--- src/hdl/hill_pkg.sv ---
// Shared types and constants of the Hill decryption stream unit.
package hill_pkg;

  localparam int ALPHABET_MAX = 256;
  localparam int SYM_W = 8;
  localparam int MOD_W = 9;
  localparam int CP_W = 21;
  localparam int PROD_W = 2 * SYM_W;
  localparam int DIVIDEND_W = PROD_W + 1;
  localparam int DIV_STEPS = DIVIDEND_W;
  localparam int STEP_W = $clog2(DIV_STEPS);
  localparam int QUEUE_DEPTH = 2;
  localparam int CFG_IDX_W = 3;
  localparam int CFG_DATA_W = MOD_W;

  localparam logic [MOD_W-1:0] MODULUS_RESET = MOD_W'(26);
  localparam logic [SYM_W-1:0] KEY_A_RESET = SYM_W'(1);
  localparam logic [SYM_W-1:0] KEY_B_RESET = SYM_W'(0);
  localparam logic [SYM_W-1:0] KEY_C_RESET = SYM_W'(0);
  localparam logic [SYM_W-1:0] KEY_D_RESET = SYM_W'(1);

  typedef enum logic [CFG_IDX_W-1:0] {
    CFG_MODULUS   = 3'd0,
    CFG_INV_KEY_A = 3'd1,
    CFG_INV_KEY_B = 3'd2,
    CFG_INV_KEY_C = 3'd3,
    CFG_INV_KEY_D = 3'd4
  } cfg_index_t;

  typedef enum logic {
    CMD_SYMBOL = 1'b0,
    CMD_FLUSH  = 1'b1
  } command_t;

  typedef enum logic {
    OP_PASS = 1'b0,
    OP_PAIR = 1'b1
  } op_kind_t;

  typedef struct packed {
    op_kind_t             kind;
    logic [SYM_W-1:0]     x0;
    logic [SYM_W-1:0]     x1;
    logic [CP_W-1:0]      codepoint;
  } op_t;

  typedef struct packed {
    logic valid;
    op_t  op;
  } op_req_t;

  typedef struct packed {
    logic                  valid;
    logic [CFG_IDX_W-1:0]  index;
    logic [CFG_DATA_W-1:0] data;
  } cfg_write_t;

  typedef enum logic [2:0] {
    S_IDLE,
    S_MUL,
    S_SUM,
    S_DIV,
    S_EMIT0,
    S_EMIT1,
    S_PASS
  } back_state_t;

endpackage

--- src/hdl/hill_2x2_decrypt_stream_unit.sv ---
// Top level of the streaming 2x2 Hill cipher decryption unit.
// The input side takes one item per cycle as long as the two-entry work queue
// has room; a lone symbol or a flush with nothing pending never enters the
// queue. A passthrough symbol occupies the back end for its dequeue and one
// result. A complete pair passes through dequeue, product, sum, 17 steps of the
// bit-serial remainder unit that reduces both sums modulo the alphabet size in
// parallel, then its two results. The back end takes no new item until it is
// through with the last one. Results leave through a valid and ready channel,
// and the back end waits while a result is not taken. Configuration writes are
// always ready and take effect on the next cycle.
module hill_2x2_decrypt_stream_unit (
  input  logic                               clk,
  input  logic                               rst,
  input  logic                               in_valid,
  output logic                               in_ready,
  input  logic                               command,
  input  logic                               in_alphabet,
  input  logic [hill_pkg::SYM_W-1:0]         symbol_index,
  input  logic [hill_pkg::CP_W-1:0]          raw_codepoint,
  output logic                               out_valid,
  input  logic                               out_ready,
  output logic                               is_passthrough,
  output logic [hill_pkg::SYM_W-1:0]         plain_index,
  output logic [hill_pkg::CP_W-1:0]          plain_codepoint,
  output logic                               last,
  input  logic                               cfg_valid,
  output logic                               cfg_ready,
  input  logic [hill_pkg::CFG_IDX_W-1:0]     cfg_index,
  input  logic [hill_pkg::CFG_DATA_W-1:0]    cfg_data
);

  hill_pkg::op_req_t    push;
  hill_pkg::op_req_t    head;
  hill_pkg::cfg_write_t cfg;
  logic                 queue_full;
  logic                 pop;

  assign cfg_ready = 1'b1;
  assign cfg.valid = cfg_valid && cfg_ready;
  assign cfg.index = cfg_index;
  assign cfg.data  = cfg_data;

  hill_front u_front (
    .clk          (clk),
    .rst          (rst),
    .in_valid     (in_valid),
    .in_ready     (in_ready),
    .command      (command),
    .in_alphabet  (in_alphabet),
    .symbol_index (symbol_index),
    .raw_codepoint(raw_codepoint),
    .queue_full   (queue_full),
    .push         (push)
  );

  hill_queue u_queue (
    .clk  (clk),
    .rst  (rst),
    .push (push),
    .full (queue_full),
    .head (head),
    .pop  (pop)
  );

  hill_back u_back (
    .clk            (clk),
    .rst            (rst),
    .cfg            (cfg),
    .head           (head),
    .pop            (pop),
    .out_valid      (out_valid),
    .out_ready      (out_ready),
    .is_passthrough (is_passthrough),
    .plain_index    (plain_index),
    .plain_codepoint(plain_codepoint),
    .last           (last)
  );

endmodule

--- src/hdl/hill_front.sv ---
// Front end: accepts items, pairs alphabet symbols and queues the work.
module hill_front (
  input  logic                          clk,
  input  logic                          rst,
  input  logic                          in_valid,
  output logic                          in_ready,
  input  logic                          command,
  input  logic                          in_alphabet,
  input  logic [hill_pkg::SYM_W-1:0]    symbol_index,
  input  logic [hill_pkg::CP_W-1:0]     raw_codepoint,
  input  logic                          queue_full,
  output hill_pkg::op_req_t             push
);

  logic                       holding;
  logic                       holding_next;
  logic [hill_pkg::SYM_W-1:0] held_symbol;
  logic [hill_pkg::SYM_W-1:0] held_symbol_next;
  logic                       accept;

  assign in_ready = !queue_full;
  assign accept   = in_valid && in_ready;

  always_comb begin
    holding_next     = holding;
    held_symbol_next = held_symbol;
    push.valid          = 1'b0;
    push.op.kind        = hill_pkg::OP_PAIR;
    push.op.x0          = held_symbol;
    push.op.x1          = '0;
    push.op.codepoint   = '0;
    if (accept) begin
      priority if (command == hill_pkg::CMD_FLUSH) begin
        if (holding) begin
          push.valid   = 1'b1;
          holding_next = 1'b0;
        end
      end else if (!in_alphabet) begin
        push.valid        = 1'b1;
        push.op.kind      = hill_pkg::OP_PASS;
        push.op.x0        = '0;
        push.op.codepoint = raw_codepoint;
      end else if (!holding) begin
        held_symbol_next = symbol_index;
        holding_next     = 1'b1;
      end else begin
        push.valid   = 1'b1;
        push.op.x1   = symbol_index;
        holding_next = 1'b0;
      end
    end
  end

  always_ff @(posedge clk) begin
    if (rst) begin
      holding     <= 1'b0;
      held_symbol <= '0;
    end else begin
      holding     <= holding_next;
      held_symbol <= held_symbol_next;
    end
  end

endmodule

--- src/hdl/hill_queue.sv ---
// Short work queue between the front end and the arithmetic back end.
module hill_queue (
  input  logic              clk,
  input  logic              rst,
  input  hill_pkg::op_req_t push,
  output logic              full,
  output hill_pkg::op_req_t head,
  input  logic              pop
);

  localparam int PTR_W = (hill_pkg::QUEUE_DEPTH > 1) ? $clog2(hill_pkg::QUEUE_DEPTH) : 1;
  localparam int CNT_W = $clog2(hill_pkg::QUEUE_DEPTH + 1);
  localparam logic [PTR_W-1:0] LAST_PTR = PTR_W'(hill_pkg::QUEUE_DEPTH - 1);

  hill_pkg::op_t    entries [hill_pkg::QUEUE_DEPTH];
  logic [PTR_W-1:0] wr_ptr;
  logic [PTR_W-1:0] rd_ptr;
  logic [CNT_W-1:0] count;
  logic             do_push;
  logic             do_pop;

  assign full       = (count == CNT_W'(hill_pkg::QUEUE_DEPTH));
  assign head.valid = (count != '0);
  assign head.op    = entries[rd_ptr];
  assign do_push    = push.valid && !full;
  assign do_pop     = pop && head.valid;

  always_ff @(posedge clk) begin
    if (do_push) begin
      entries[wr_ptr] <= push.op;
    end
  end

  always_ff @(posedge clk) begin
    if (rst) begin
      wr_ptr <= '0;
      rd_ptr <= '0;
      count  <= '0;
    end else begin
      if (do_push) begin
        wr_ptr <= (wr_ptr == LAST_PTR) ? '0 : wr_ptr + PTR_W'(1);
      end
      if (do_pop) begin
        rd_ptr <= (rd_ptr == LAST_PTR) ? '0 : rd_ptr + PTR_W'(1);
      end
      unique case ({do_push, do_pop})
        2'b10:   count <= count + CNT_W'(1);
        2'b01:   count <= count - CNT_W'(1);
        default: count <= count;
      endcase
    end
  end

endmodule

--- src/hdl/hill_back.sv ---
// Back end: key registers, products, bit-serial remainder and result sequencing.
module hill_back (
  input  logic                          clk,
  input  logic                          rst,
  input  hill_pkg::cfg_write_t          cfg,
  input  hill_pkg::op_req_t             head,
  output logic                          pop,
  output logic                          out_valid,
  input  logic                          out_ready,
  output logic                          is_passthrough,
  output logic [hill_pkg::SYM_W-1:0]    plain_index,
  output logic [hill_pkg::CP_W-1:0]     plain_codepoint,
  output logic                          last
);

  localparam int SYM_W = hill_pkg::SYM_W;
  localparam int MOD_W = hill_pkg::MOD_W;
  localparam int PROD_W = hill_pkg::PROD_W;
  localparam int DIVIDEND_W = hill_pkg::DIVIDEND_W;
  localparam int STEP_W = hill_pkg::STEP_W;

  logic [MOD_W-1:0] modulus;
  logic [SYM_W-1:0] key_a;
  logic [SYM_W-1:0] key_b;
  logic [SYM_W-1:0] key_c;
  logic [SYM_W-1:0] key_d;
  logic [MOD_W-1:0] eff_mod;

  hill_pkg::back_state_t state;
  hill_pkg::back_state_t state_next;

  logic [SYM_W-1:0]         x0;
  logic [SYM_W-1:0]         x1;
  logic [hill_pkg::CP_W-1:0] codepoint;
  logic [PROD_W-1:0]        prod_a;
  logic [PROD_W-1:0]        prod_b;
  logic [PROD_W-1:0]        prod_c;
  logic [PROD_W-1:0]        prod_d;
  logic [DIVIDEND_W-1:0]    dividend0;
  logic [DIVIDEND_W-1:0]    dividend1;
  logic [SYM_W-1:0]         rem0;
  logic [SYM_W-1:0]         rem1;
  logic [MOD_W-1:0]         trial0;
  logic [MOD_W-1:0]         trial1;
  logic [STEP_W-1:0]        step;
  logic                     last_step;

  always_ff @(posedge clk) begin
    if (rst) begin
      modulus <= hill_pkg::MODULUS_RESET;
      key_a   <= hill_pkg::KEY_A_RESET;
      key_b   <= hill_pkg::KEY_B_RESET;
      key_c   <= hill_pkg::KEY_C_RESET;
      key_d   <= hill_pkg::KEY_D_RESET;
    end else if (cfg.valid) begin
      unique case (cfg.index)
        hill_pkg::CFG_MODULUS:   modulus <= cfg.data;
        hill_pkg::CFG_INV_KEY_A: key_a   <= cfg.data[SYM_W-1:0];
        hill_pkg::CFG_INV_KEY_B: key_b   <= cfg.data[SYM_W-1:0];
        hill_pkg::CFG_INV_KEY_C: key_c   <= cfg.data[SYM_W-1:0];
        hill_pkg::CFG_INV_KEY_D: key_d   <= cfg.data[SYM_W-1:0];
        default: ;
      endcase
    end
  end

  always_comb begin
    priority if (modulus == '0) begin
      eff_mod = MOD_W'(1);
    end else if (modulus > MOD_W'(hill_pkg::ALPHABET_MAX)) begin
      eff_mod = MOD_W'(hill_pkg::ALPHABET_MAX);
    end else begin
      eff_mod = modulus;
    end
  end

  assign last_step = (step == STEP_W'(hill_pkg::DIV_STEPS - 1));

  always_comb begin
    state_next = state;
    unique case (state)
      hill_pkg::S_IDLE: begin
        if (head.valid) begin
          state_next = (head.op.kind == hill_pkg::OP_PASS) ? hill_pkg::S_PASS : hill_pkg::S_MUL;
        end
      end
      hill_pkg::S_MUL:   state_next = hill_pkg::S_SUM;
      hill_pkg::S_SUM:   state_next = hill_pkg::S_DIV;
      hill_pkg::S_DIV: begin
        if (last_step) begin
          state_next = hill_pkg::S_EMIT0;
        end
      end
      hill_pkg::S_EMIT0: begin
        if (out_ready) begin
          state_next = hill_pkg::S_EMIT1;
        end
      end
      hill_pkg::S_EMIT1, hill_pkg::S_PASS: begin
        if (out_ready) begin
          state_next = hill_pkg::S_IDLE;
        end
      end
      default: state_next = hill_pkg::S_IDLE;
    endcase
  end

  always_comb begin
    pop             = 1'b0;
    out_valid       = 1'b0;
    is_passthrough  = 1'b0;
    plain_index     = '0;
    plain_codepoint = '0;
    last            = 1'b0;
    unique case (state)
      hill_pkg::S_IDLE: pop = head.valid;
      hill_pkg::S_EMIT0: begin
        out_valid   = 1'b1;
        plain_index = rem0;
      end
      hill_pkg::S_EMIT1: begin
        out_valid   = 1'b1;
        plain_index = rem1;
        last        = 1'b1;
      end
      hill_pkg::S_PASS: begin
        out_valid       = 1'b1;
        is_passthrough  = 1'b1;
        plain_codepoint = codepoint;
        last            = 1'b1;
      end
      default: ;
    endcase
  end

  always_ff @(posedge clk) begin
    if (rst) begin
      state <= hill_pkg::S_IDLE;
    end else begin
      state <= state_next;
    end
  end

  assign trial0 = {rem0, dividend0[DIVIDEND_W-1]};
  assign trial1 = {rem1, dividend1[DIVIDEND_W-1]};

  always_ff @(posedge clk) begin
    unique case (state)
      hill_pkg::S_IDLE: begin
        x0        <= head.op.x0;
        x1        <= head.op.x1;
        codepoint <= head.op.codepoint;
      end
      hill_pkg::S_MUL: begin
        prod_a <= key_a * x0;
        prod_b <= key_b * x0;
        prod_c <= key_c * x1;
        prod_d <= key_d * x1;
      end
      hill_pkg::S_SUM: begin
        dividend0 <= DIVIDEND_W'(prod_a) + DIVIDEND_W'(prod_c);
        dividend1 <= DIVIDEND_W'(prod_b) + DIVIDEND_W'(prod_d);
        rem0      <= '0;
        rem1      <= '0;
        step      <= '0;
      end
      hill_pkg::S_DIV: begin
        dividend0 <= {dividend0[DIVIDEND_W-2:0], 1'b0};
        dividend1 <= {dividend1[DIVIDEND_W-2:0], 1'b0};
        rem0      <= (trial0 >= eff_mod) ? SYM_W'(trial0 - eff_mod) : SYM_W'(trial0);
        rem1      <= (trial1 >= eff_mod) ? SYM_W'(trial1 - eff_mod) : SYM_W'(trial1);
        step      <= step + STEP_W'(1);
      end
      default: ;
    endcase
  end

endmodule

--- config.mk ---
export PLATFORM = sky130hd
export DESIGN_NAME = hill_2x2_decrypt_stream_unit
export DESIGN_NICKNAME = d
export VERILOG_FILES = /design/src/hdl/hill_pkg.sv /design/src/hdl/hill_2x2_decrypt_stream_unit.sv /design/src/hdl/hill_front.sv /design/src/hdl/hill_queue.sv /design/src/hdl/hill_back.sv
export SDC_FILE = /design/constraint.sdc
export NUM_CORES = 1
export LEC_CHECK = 0
export BUFFER_PORTS_ARGS = -buffer_cell sky130_fd_sc_hd__buf_2
export CAP_MARGIN = 40
export CORE_ASPECT_RATIO = 1.5
export CORE_MARGIN = 4
export CORE_UTILIZATION = 45
export DETAILED_ROUTE_END_ITERATION = 8
export PLACE_DENSITY_LB_ADDON = 0.1
export SYNTH_ARGS = -nofsm -noshare
export SYNTH_HDL_FRONTEND = slang
export SYNTH_SLANG_ARGS = --single-unit
--- constraint.sdc ---
create_clock -name clk -period 5.4 [get_ports clk]
set_clock_uncertainty 0.1 [all_clocks]
set_input_delay 0.27 -clock clk [delete_from_list [all_inputs] [get_ports clk]]
set_output_delay 0.27 -clock clk [all_outputs]
set_load 0.03 [all_outputs]
After elaboration in Yosys (flattened, before gate mapping)
Memories as Yosys holds them, arrays and structs flattened. A register that Yosys moved wholly into a read port is not among the register bits.
Index checks and enable logic that the tools add are counted.

storage, ports and cells
  flip-flop bits (word level) = 213
  bits in writable memories = 76
  memories = 1
  memory bits (read-only) = 0
  bits in latches = 0

memory list
  name             depth  width  rd ports  clocked after Yosys merged registers in  wr ports  line              RTL
  u_queue.entries  2      38     1         1                                        1         hill_queue.sv:15  hill_pkg::op_t entries [hill_pkg::QUEUE_DEPTH];

cells by class
  order comparisons = 3
  div/mod/pow operators = 0
  multiply operators = 4
  $add $sub $neg = 9
  muxes and demuxes = 40
  shifts and indexed selects = 0
  equal/unequal tests = 18
  reductions and logical operators = 21
  bitwise gates (word level) = 2

operators by type and width
  operator                                       count
  one-hot mux 17 bit (2 select lines)            2
  multiplier 8 x 8 -> 16 bit                     4
  one-hot mux 8 bit (2 select lines)             3
  two-way mux 21 bit                             2
  two-way mux 39 bit                             1
  two-way mux 38 bit                             1
  adder 16 x 16 -> 17 bit                        2
  two-way mux 8 bit                              4
  two-way mux 9 bit                              3
  >= comparator 9 bit                            2
  one-hot mux 3 bit (6 select lines)             1
  two-way mux 1 bit                              16
  subtractor 8 bit                               2
  two-way mux 3 bit                              5
  == test 3 x 2 -> 1 bit, second input constant  4
  == test 3 bit, second input constant           4
  AND reduction 2 bit                            6
  one-hot mux 5 bit (2 select lines)             1
  > comparator 9 bit, second input constant      1
  logical NOT 9 bit                              1
  AND reduction 4 bit                            2
  nonzero test 2 bit                             4
  == test 3 x 1 -> 1 bit, second input constant  2
  logical NOT 3 bit                              2
  other kinds (15)                               22

Longest topological paths before layout
Gate-level depths: netlist (run 1).

  depth in word-level cells = 7
  depth in mapped cells = 17
  gate-level depth less buffers = 17

By module
A second synthesis (run 1) with hierarchy kept.

second synthesis, totals
  cells, all modules = 1999
  area total of the unflattened synthesis = 21301.7 um^2

modules (own cells, without submodules)
  module                        times used  sequential area each (um^2)  cells each  area an instance (um^2)
  hill_back                     1           5565.3                       1766        17626.9
  hill_queue                    1           2382.3                       144         2956.6
  hill_front                    1           180.2                        87          706.9
  hill_2x2_decrypt_stream_unit  1           0.0                          2           11.3

Least setup slack after synthesis (run 1)
OpenSTA, ideal clock, no wires.

  kind = register -> register
  from = register u_back.x0[7]
  to = register u_back.prod_a[12] (data pin)
  arrival time = 4304 ps
  stages on the path, launching flop included = 17
  period minus slack after synthesis = 4663 ps
  path buffers = 1
  library setup time = 259 ps
  required time = 5041 ps
  path slack = 737 ps
  path through = edfxtp_1 > clkbuf_1 > nand2_1 > fa_1 > fa_1 > inv_1 > fa_1 > inv_1 > fa_1 > inv_1 > ha_1 > inv_1 > o22ai_1 > or4_1 > a41o_1 > a21oi_2 > xnor2_1

between the ends
  cells in the longest elaborated chain, start to end = 1

ends and longest elaborated chain
  item                        line              RTL
  start: declaration          hill_back.sv:32   logic [SYM_W-1:0] x0;
  start signal: assignment    hill_back.sv:150  x0 <= head.op.x0;
  multiplier 8 x 8 -> 16 bit  hill_back.sv:155  prod_a <= key_a * x0;
  end signal: assignment      hill_back.sv:155
  end: declaration            hill_back.sv:35   logic [PROD_W-1:0] prod_a;

No other way between the ends.
A chain may end at the register's enable or synchronous reset.

Worst setup path after layout (run 1)
  from = register u_back.x0[7]
  to = register u_back.prod_a[15] (data pin)

Same word-level chain as after synthesis.

==> run_results.csv, run 1 <==
group,metric,value,unit
route,drc,0,
floorplan,start_util,45.5,%
synthesis,synth_seq_area_share,38.4,%
synthesis,yosysTopAreaCell,"edfxtp_1",
clocking,cts_buffer_depth,3,
timing,fin_crit,4840,ps
route,wire_per_inst,17.6,µm
synthesis,syn-num-nets,2401,
finish,nNetsFinal,2521,
worst_setup_path,cp-start-kind,"flip-flop",
clocking,clk_latency,530,ps
clocking,cts_tree,"done",
grt,grt-ovfl-total,0,
synthesis,yosys_warnings,0,
clocking,root_buffer,"clkbuf_16",
synthesis,avgSynthCellArea,10.6,µm²
worst_setup_path,crit_type,"flip-flop to flip-flop",
worst_setup_path,cp.buffers_inverters,4,
worst_setup_path,max_stage_delay,540,ps
pwr,powerDensity,355,nW/µm²
worst_setup_path,crit_path_max_fanout,10,
timing,post-route-period-util,89.6,%
synthesis,syn_inst,2008,
grt,grt_max_degree,65,
status,outcome,"complete, no violations",
synthesis,synth_top_family_by_area,"adder cells",
finish,drive_gt1_share,9.85,%
finish,utilization,51.0,%
timing,slew_violations,0,
timing,tightest_slew,933,ps
worst_setup_path,worst_path_most_repeated_cell,"fa_1",
synthesis,synth_mux_area_share,3.48,%
clocking,cts_made_buffers,34,
floorplan,die_y,274,µm
route,drt_iter0_markers,764,
synthesis,synth_compound_area_share,7.92,%
flow_run,maxCapViolations,0,
timing,relSlewSlack,37.7,%
pwr,leakage,0.0107,µW
synthesis,netlist_area,21200,µm²
synthesis,synth_edf_count,232,
timing,finalHoldViolations,0,
floorplan,io_pins,82,
synthesis,synth.area.top_cells,"edfxtp_1, fa_1, ha_1",
pwr,vdd_ir_drop_max,0.272,mV
clocking,htreeDepth,2,
worst_setup_path,end_kind,"flip-flop",
route,wl,48300,µm
synthesis,synth-simple-area-share,16.0,%
timing,finalSetupViolCount,0,
clocking,post_cts_buffers,0,
place,gp_congestion,0.861,
min_path,hold_path.class,"primary input to flip-flop",
synthesis,yosys.area_share.xor_xnor,3.56,%
clocking,clock-sinks,290,
place,dp_hpwl,37700,µm
clocking,hold_buffers,41,
timing,fmax,207,MHz
floorplan,fp.dieW,185,µm
grt,grtUsageTotal,19.6,%
grt,grt_pass1_vias,15100,
worst_setup_path,crit_chain,"buf_4 -> and2_1 -> fa_1 -> fa_1 -> fa_1 -> inv_1 -> fa_1 -> inv_1 -> ha_1 -> or2_2 -> a21oi_1 -> inv_1 -> o31ai_2 -> o21ai_0 -> a21oi_1 -> xnor2_1",
grt,antenna_found_initial,0,
route,routed_via_density,5.18,
synthesis,synth_cell_types,62,
worst_setup_path,crit_slowest_cell,"fa_1",
floorplan,rows,97,
place,port_buffers,80,
clocking,ctsResizeCount,0,
synthesis,ys_ff_latch,290,
synthesis,synth_flop_cell,"edfxtp_1",
synthesis,synth_top_area_share,32.9,%
floorplan,core,46600,µm²
clocking,clkTransAtPathRegs,60,ps
timing,final.setup.tns,0,ps
synthesis,synthAdderAreaFrac,25.6,%
grt,grt_pass1_wl,78700,µm
floorplan,die-area,50700,µm²
route,antenna_left,0,
worst_setup_path,cpLargestDelayFamily,"adder cells",
worst_setup_path,worstPathArrival,4990,ps
synthesis,async_flop_share,0,%
route,dr.pass1.iters,5,
worst_setup_path,crit_required,5550,ps
route,vias,14200,
finish,area_delta_synth_final,12.2,%
timing,rsz0062_at_grt,"no",
state kept, by name, summed over array words and instances (netlist names), 2 cells and up, named ones only:
register	cells
u_back.modulus	9
u_back.prod_c	16
u_back.dividend1	17
u_back.prod_d	16
u_back.dividend0	17
u_back.key_d	8
u_back.state	3
u_back.x1	8
u_back.prod_b	16
u_back.key_c	8
u_queue.count	2
u_back.rem0	8
u_back.codepoint	21
u_back.step	5
u_back.rem1	8
u_back.key_a	8
u_back.prod_a	16
u_front.held_symbol	8
u_back.key_b	8
u_queue.entries	76
u_back.x0	8
tightest hold or removal path, cell delays in order:
cell      delay [ps]
buf_2            100
a21oi_1           40
a21oi_1          110
a211oi_1          70
synth_stat cells (5+ instances only):
library cell,number
and2_1,260
edfxtp_1,232
inv_1,229
nand2_1,207
ha_1,197
fa_1,148
a21oi_1,115
nor2_1,98
dfxtp_1,58
xnor2_1,56
o21ai_0,47
clkbuf_1,44
mux2_2,37
mux2i_1,32
xor2_1,30
a21o_1,26
nor2b_1,20
nand3_1,15
nor3_1,14
nand2b_1,13
and3_1,11
o21bai_1,10
a31oi_1,9
a211oi_1,8
o21a_1,7
buf_1,6
nand3b_1,6
or3_1,6
a31o_2,5
o21ai_1,5
or2_2,5
through the flow:
step	setup WS (ps)	instance area (µm²)	hold slack, ps	cells	power (µW)
2_1_floorplan	737	21200	291	2008	5480
4_1_cts	545	23800	2.42	2747	8570
3_5_place_dp	576	22300	373	2645	6300
3_3_place_gp	657	22300	367	2643	6240
6_report	560	23800	21.0	2748	8450
5_1_grt	273	23800	26.4	2747	9040
layer usage:
layer	part of all wire [%]	track usage, %	vias to the layer above
met5	0	0	-
met2	54	36.7	238
met4	3.7	6.84	0
met1	39	22.6	6922
met3	3.1	2.55	87
li1	-	-	6974
area by class of cell:
| type | count | area, µm² |
|---|---|---|
| Antenna cell | 1 | 2.50 |
| Clock buffer | 41 | 877 |
| Clock inverter | 20 | 165 |
| Fill cell | 4331 | 22800 |
| Inverter | 230 | 863 |
| Multi-Input combinational cell | 1435 | 12000 |
| Sequential cell | 290 | 8130 |
| Tap cell | 594 | 743 |
| Timing Repair Buffer | 137 | 956 |
placed cells by master, fill, tap and decap left out, drive strengths merged, types with 9 or more instances in the layout:
cell type    Yosys  final
mux2            37     37
nor2            99     99
nand2b          13     13
clkinv           1     10
and3            11     11
o21bai          10     10
nand3           15     15
fa             148    148
o21ai           52     52
dlygate4sd3      0     41
nor3            14     14
and2           260    260
a21oi          117    117
mux2i           32     32
clkbuf          44     41
buf              9     96
dfxtp           58     58
inv            229    237
a21o            26     26
ha             197    197
nand2          207    207
edfxtp         232    232
xnor2           56     56
nor2b           20     20
xor2            30     30
a31oi            9      9
cell families (layout without fill, tap and decap cells):
group	after synthesis	count (layout)
buffers and inverters	283	428
AND/OR/NAND/NOR	666	666
AO/OA/AOI/OAI	268	268
adder cells (fa/ha/maj)	345	345
flip-flops	290	290
XOR/XNOR	86	86
multiplexers	69	69
other	1	2
power breakdown:
group | internal [µW] | switching (µW) | total, µW
Sequential | 3170 | 479 | 3650
Combinational | 1040 | 1560 | 2600
Clock | 1230 | 973 | 2200
Total | 5440 | 3010 | 8450
path summary, 6_finish.rpt:
| path | slack, ps | start | end | cells past startpoint |
|---|---|---|---|---|
| setup / recovery | 560 | u_back.x0[7] | u_back.prod_a[15] | 16 |
| hold reg to reg | 380 | u_back.modulus[2] | u_back.modulus[2] | 2 |
| hold / removal | 20 | out_ready | u_back.state[2] | 4 |
| setup reg to reg | 560 | u_back.x0[7] | u_back.prod_a[15] | 16 |
No activity file was read; power rests on OpenSTA's default activity.
==> run 2: changes to the inputs <==
- CELL_PAD_IN_SITES_DETAIL_PLACEMENT: unset -> 0
- CELL_PAD_IN_SITES_GLOBAL_PLACEMENT: unset -> 1
- CORE_MARGIN: 4 -> 1.5
- SYNTH_HIERARCHICAL: unset -> 1
==> run 2 against run 1 <==
  * Critical path depth fell by 1
  * Clock power rose by 2%
  * Largest cell class unchanged
  * Wire length fell by 2.2%
  * Largest power group unchanged
  * Via count rose by 0.64%
==> run_results.csv, run 2 <==
group,metric,value,unit
timing,setup_ws,264,ps
min_path,hold_path.class,"primary input to flip-flop",
clocking,clk_latency,590,ps
min_path,hold_depth,4,
floorplan,fp.dieW,181,µm
floorplan,core,46700,µm²
timing,post-route-period-util,95.1,%
synthesis,synth_flop_cell,"edfxtp_1",
place,gp_congestion,0.822,
floorplan,io_pins,82,
route,top_layer_used,"met4",
synthesis,syn-num-nets,2392,
pwr,p_switching,2580,µW
grt,antenna_found_initial,1,
clocking,clkTransAtPathRegs,60,ps
worst_setup_path,reg2reg_depth,15,
synthesis,synth_edf_count,232,
route,met1Wirelength,19400,µm
timing,slew_violations,0,
synthesis,ys_ff_latch,290,
timing,rsz0062_at_grt,"no",
synthesis,syn_inst,1999,
synthesis,avgSynthCellArea,10.7,µm²
grt,grt_pass1_wl,77000,µm
flow_run,maxCapViolations,0,
finish,area_delta_synth_final,12.8,%
synthesis,synth_top_area_share,32.7,%
clocking,root_buffer,"clkbuf_16",
clocking,cts_tree,"done",
pwr,p_seq_share,41.8,%
finish,drive_gt1_share,10.2,%
finish,largest_reg_flops,76,
worst_setup_path,cp-start-kind,"flip-flop",
pwr,switching_share,32.8,%
floorplan,start_util,45.6,%
synthesis,synth_most_common_cell,"and2_1",
pwr,powerDensity,327,nW/µm²
synthesis,netlist_area,21300,µm²
route,vias,14300,
floorplan,rows,97,
finish,antenna_cells,0,
finish,final_cell_mix,"and2_1, edfxtp_1, inv_1",
status,outcome,"complete, no violations",
timing,fmax,195,MHz
synthesis,yosysTopAreaCell,"edfxtp_1",
timing,fin_crit,5140,ps
finish,nNetsFinal,2527,
timing,final.setup.tns,0,ps
route,wl_met2,24800,µm
clocking,clock-sinks,290,
worst_setup_path,crit_path_max_fanout,16,
route,met3_length,1630,µm
worst_setup_path,worstPathArrival,5350,ps
pwr,leakage,0.0109,µW
finish,final_common_cell,"and2_1",
timing,relSlewSlack,46.3,%
place,pre_cts_ws,257,ps
place,dp_hpwl,36100,µm
synthesis,synth.area.top_cells,"edfxtp_1, fa_1, ha_1",
clocking,htreeDepth,1,
grt,grt_pass1_vias,15000,
grt,grt-ovfl-total,0,
route,wl,47200,µm
timing,finalSetupViolCount,0,
grt,grt_max_degree,67,
route,antenna_left,0,
synthesis,yosys_warnings,6,
clocking,cts_buffer_depth,3,
route,drt_iter0_markers,582,
synthesis,async_flop_share,0,%
route,drc,0,
synthesis,synth_commonest_cells,"and2_1, edfxtp_1, inv_1",
clocking,cts_made_buffers,31,
worst_setup_path,end_kind,"flip-flop",
grt,grtUsageTotal,19.9,%
worst_setup_path,crit_type,"flip-flop to flip-flop",
floorplan,die-area,48700,µm²
pwr,internal_power,5290,µW
pwr,comb_power_share,29.8,%
timing,tightest_slew,803,ps
synthesis,synth_cell_types,69,
pwr,clkPwrFrac,28.4,%
floorplan,die_y,269,µm
worst_setup_path,crit_required,5610,ps
route,dr.pass1.iters,5,
finish,top_regs,"u_queue/entries (76), u_back/codepoint (21)",
place,port_buffers,80,
finish,largest-register,"u_queue/entries",
timing,finalHoldViolations,0,
route,routed_via_density,5.20,
pwr,vdd_ir_drop_max,0.232,mV
synthesis,synth_seq_area_share,38.2,%
route,wire_per_inst,17.2,µm
-- run 2: power by group through the flow --
stage	clock, µW	combinational, µW	sequential, µW
2_1_floorplan	0	1720	3220
6_report	2240	2350	3290
4_1_cts	2300	2380	3300
3_5_place_dp	0	2340	3340
5_1_grt	2380	2650	3340
3_3_place_gp	0	2290	3340
-- run 2: kinds of logic after synthesis --
family	Yosys count	synth area share, %
AO/OA/AOI/OAI	244	7.30
XOR/XNOR	91	3.74
adder cells (fa/ha/maj)	345	25.5
buffers and inverters	281	5.05
flip-flops	290	38.2
multiplexers	68	3.42
other	1	0.0176
AND/OR/NAND/NOR	679	16.8
-- run 2: timing repair --
item	4_1_cts	5_1_grt
gates resized for setup	0	0
endpoints found under the hold margin	109	0
hold buffers	41	0
buffers inserted	0	0
-- run 2: worst max-delay path: stages (launching register included) --
cell	delay, ps
edfxtp_1	610
and2_1	260
fa_1	530
fa_1	460
fa_1	550
inv_1	60
fa_1	530
inv_1	40
ha_1	340
or3_1	310
o21ai_0	80
a21oi_1	80
and4_1	230
a2111oi_2	410
a21oi_1	150
xnor2_1	140
-- run 2: metrics by stage --
step | instance area (µm²) | total power (µW) | std cells | utilization (%) | hold WS, ps
global route | 24000 | 8370 | 2751 | 51.4 | 69.7
detailed placement | 22600 | 5680 | 2654 | 48.3 | 360
finish | 24000 | 7870 | 2751 | 51.4 | 62.6
global placement | 22500 | 5630 | 2650 | 48.1 | 352
CTS | 24000 | 7980 | 2751 | 51.4 | 14.7
floorplan | 21300 | 4930 | 1999 | - | 239
-- run 2: cell type report --
type                            instances  area (µm²)
Fill cell                            4253       22700
Multi-Input combinational cell       1428       12100
Sequential cell                       290        8130
Timing Repair Buffer                  155        1120
Inverter                              228         856
Clock buffer                           39         826
Tap cell                              594         743
Clock inverter                         17         234
-- run 2: path summary, 6_finish.rpt --
| path | from | end | slack (ps) |
|---|---|---|---|
| worst min register to register | u_back/modulus[0] | u_back/modulus[0] | 360 |
| worst max-delay path | u_back/x0[3] | u_back/prod_a[15] | 260 |
| worst max register to register | u_back/x0[3] | u_back/prod_a[15] | 260 |
| worst min-delay path | in_valid | u_front/holding | 60 |
-- run 2: metal layers --
metal / up-vias / track usage (%)
li1: 6931 / -
met4: 0 / 6.44
met1: 7071 / 23.6
met2: 237 / 37.2
met3: 73 / 2.32
met5: - / 0
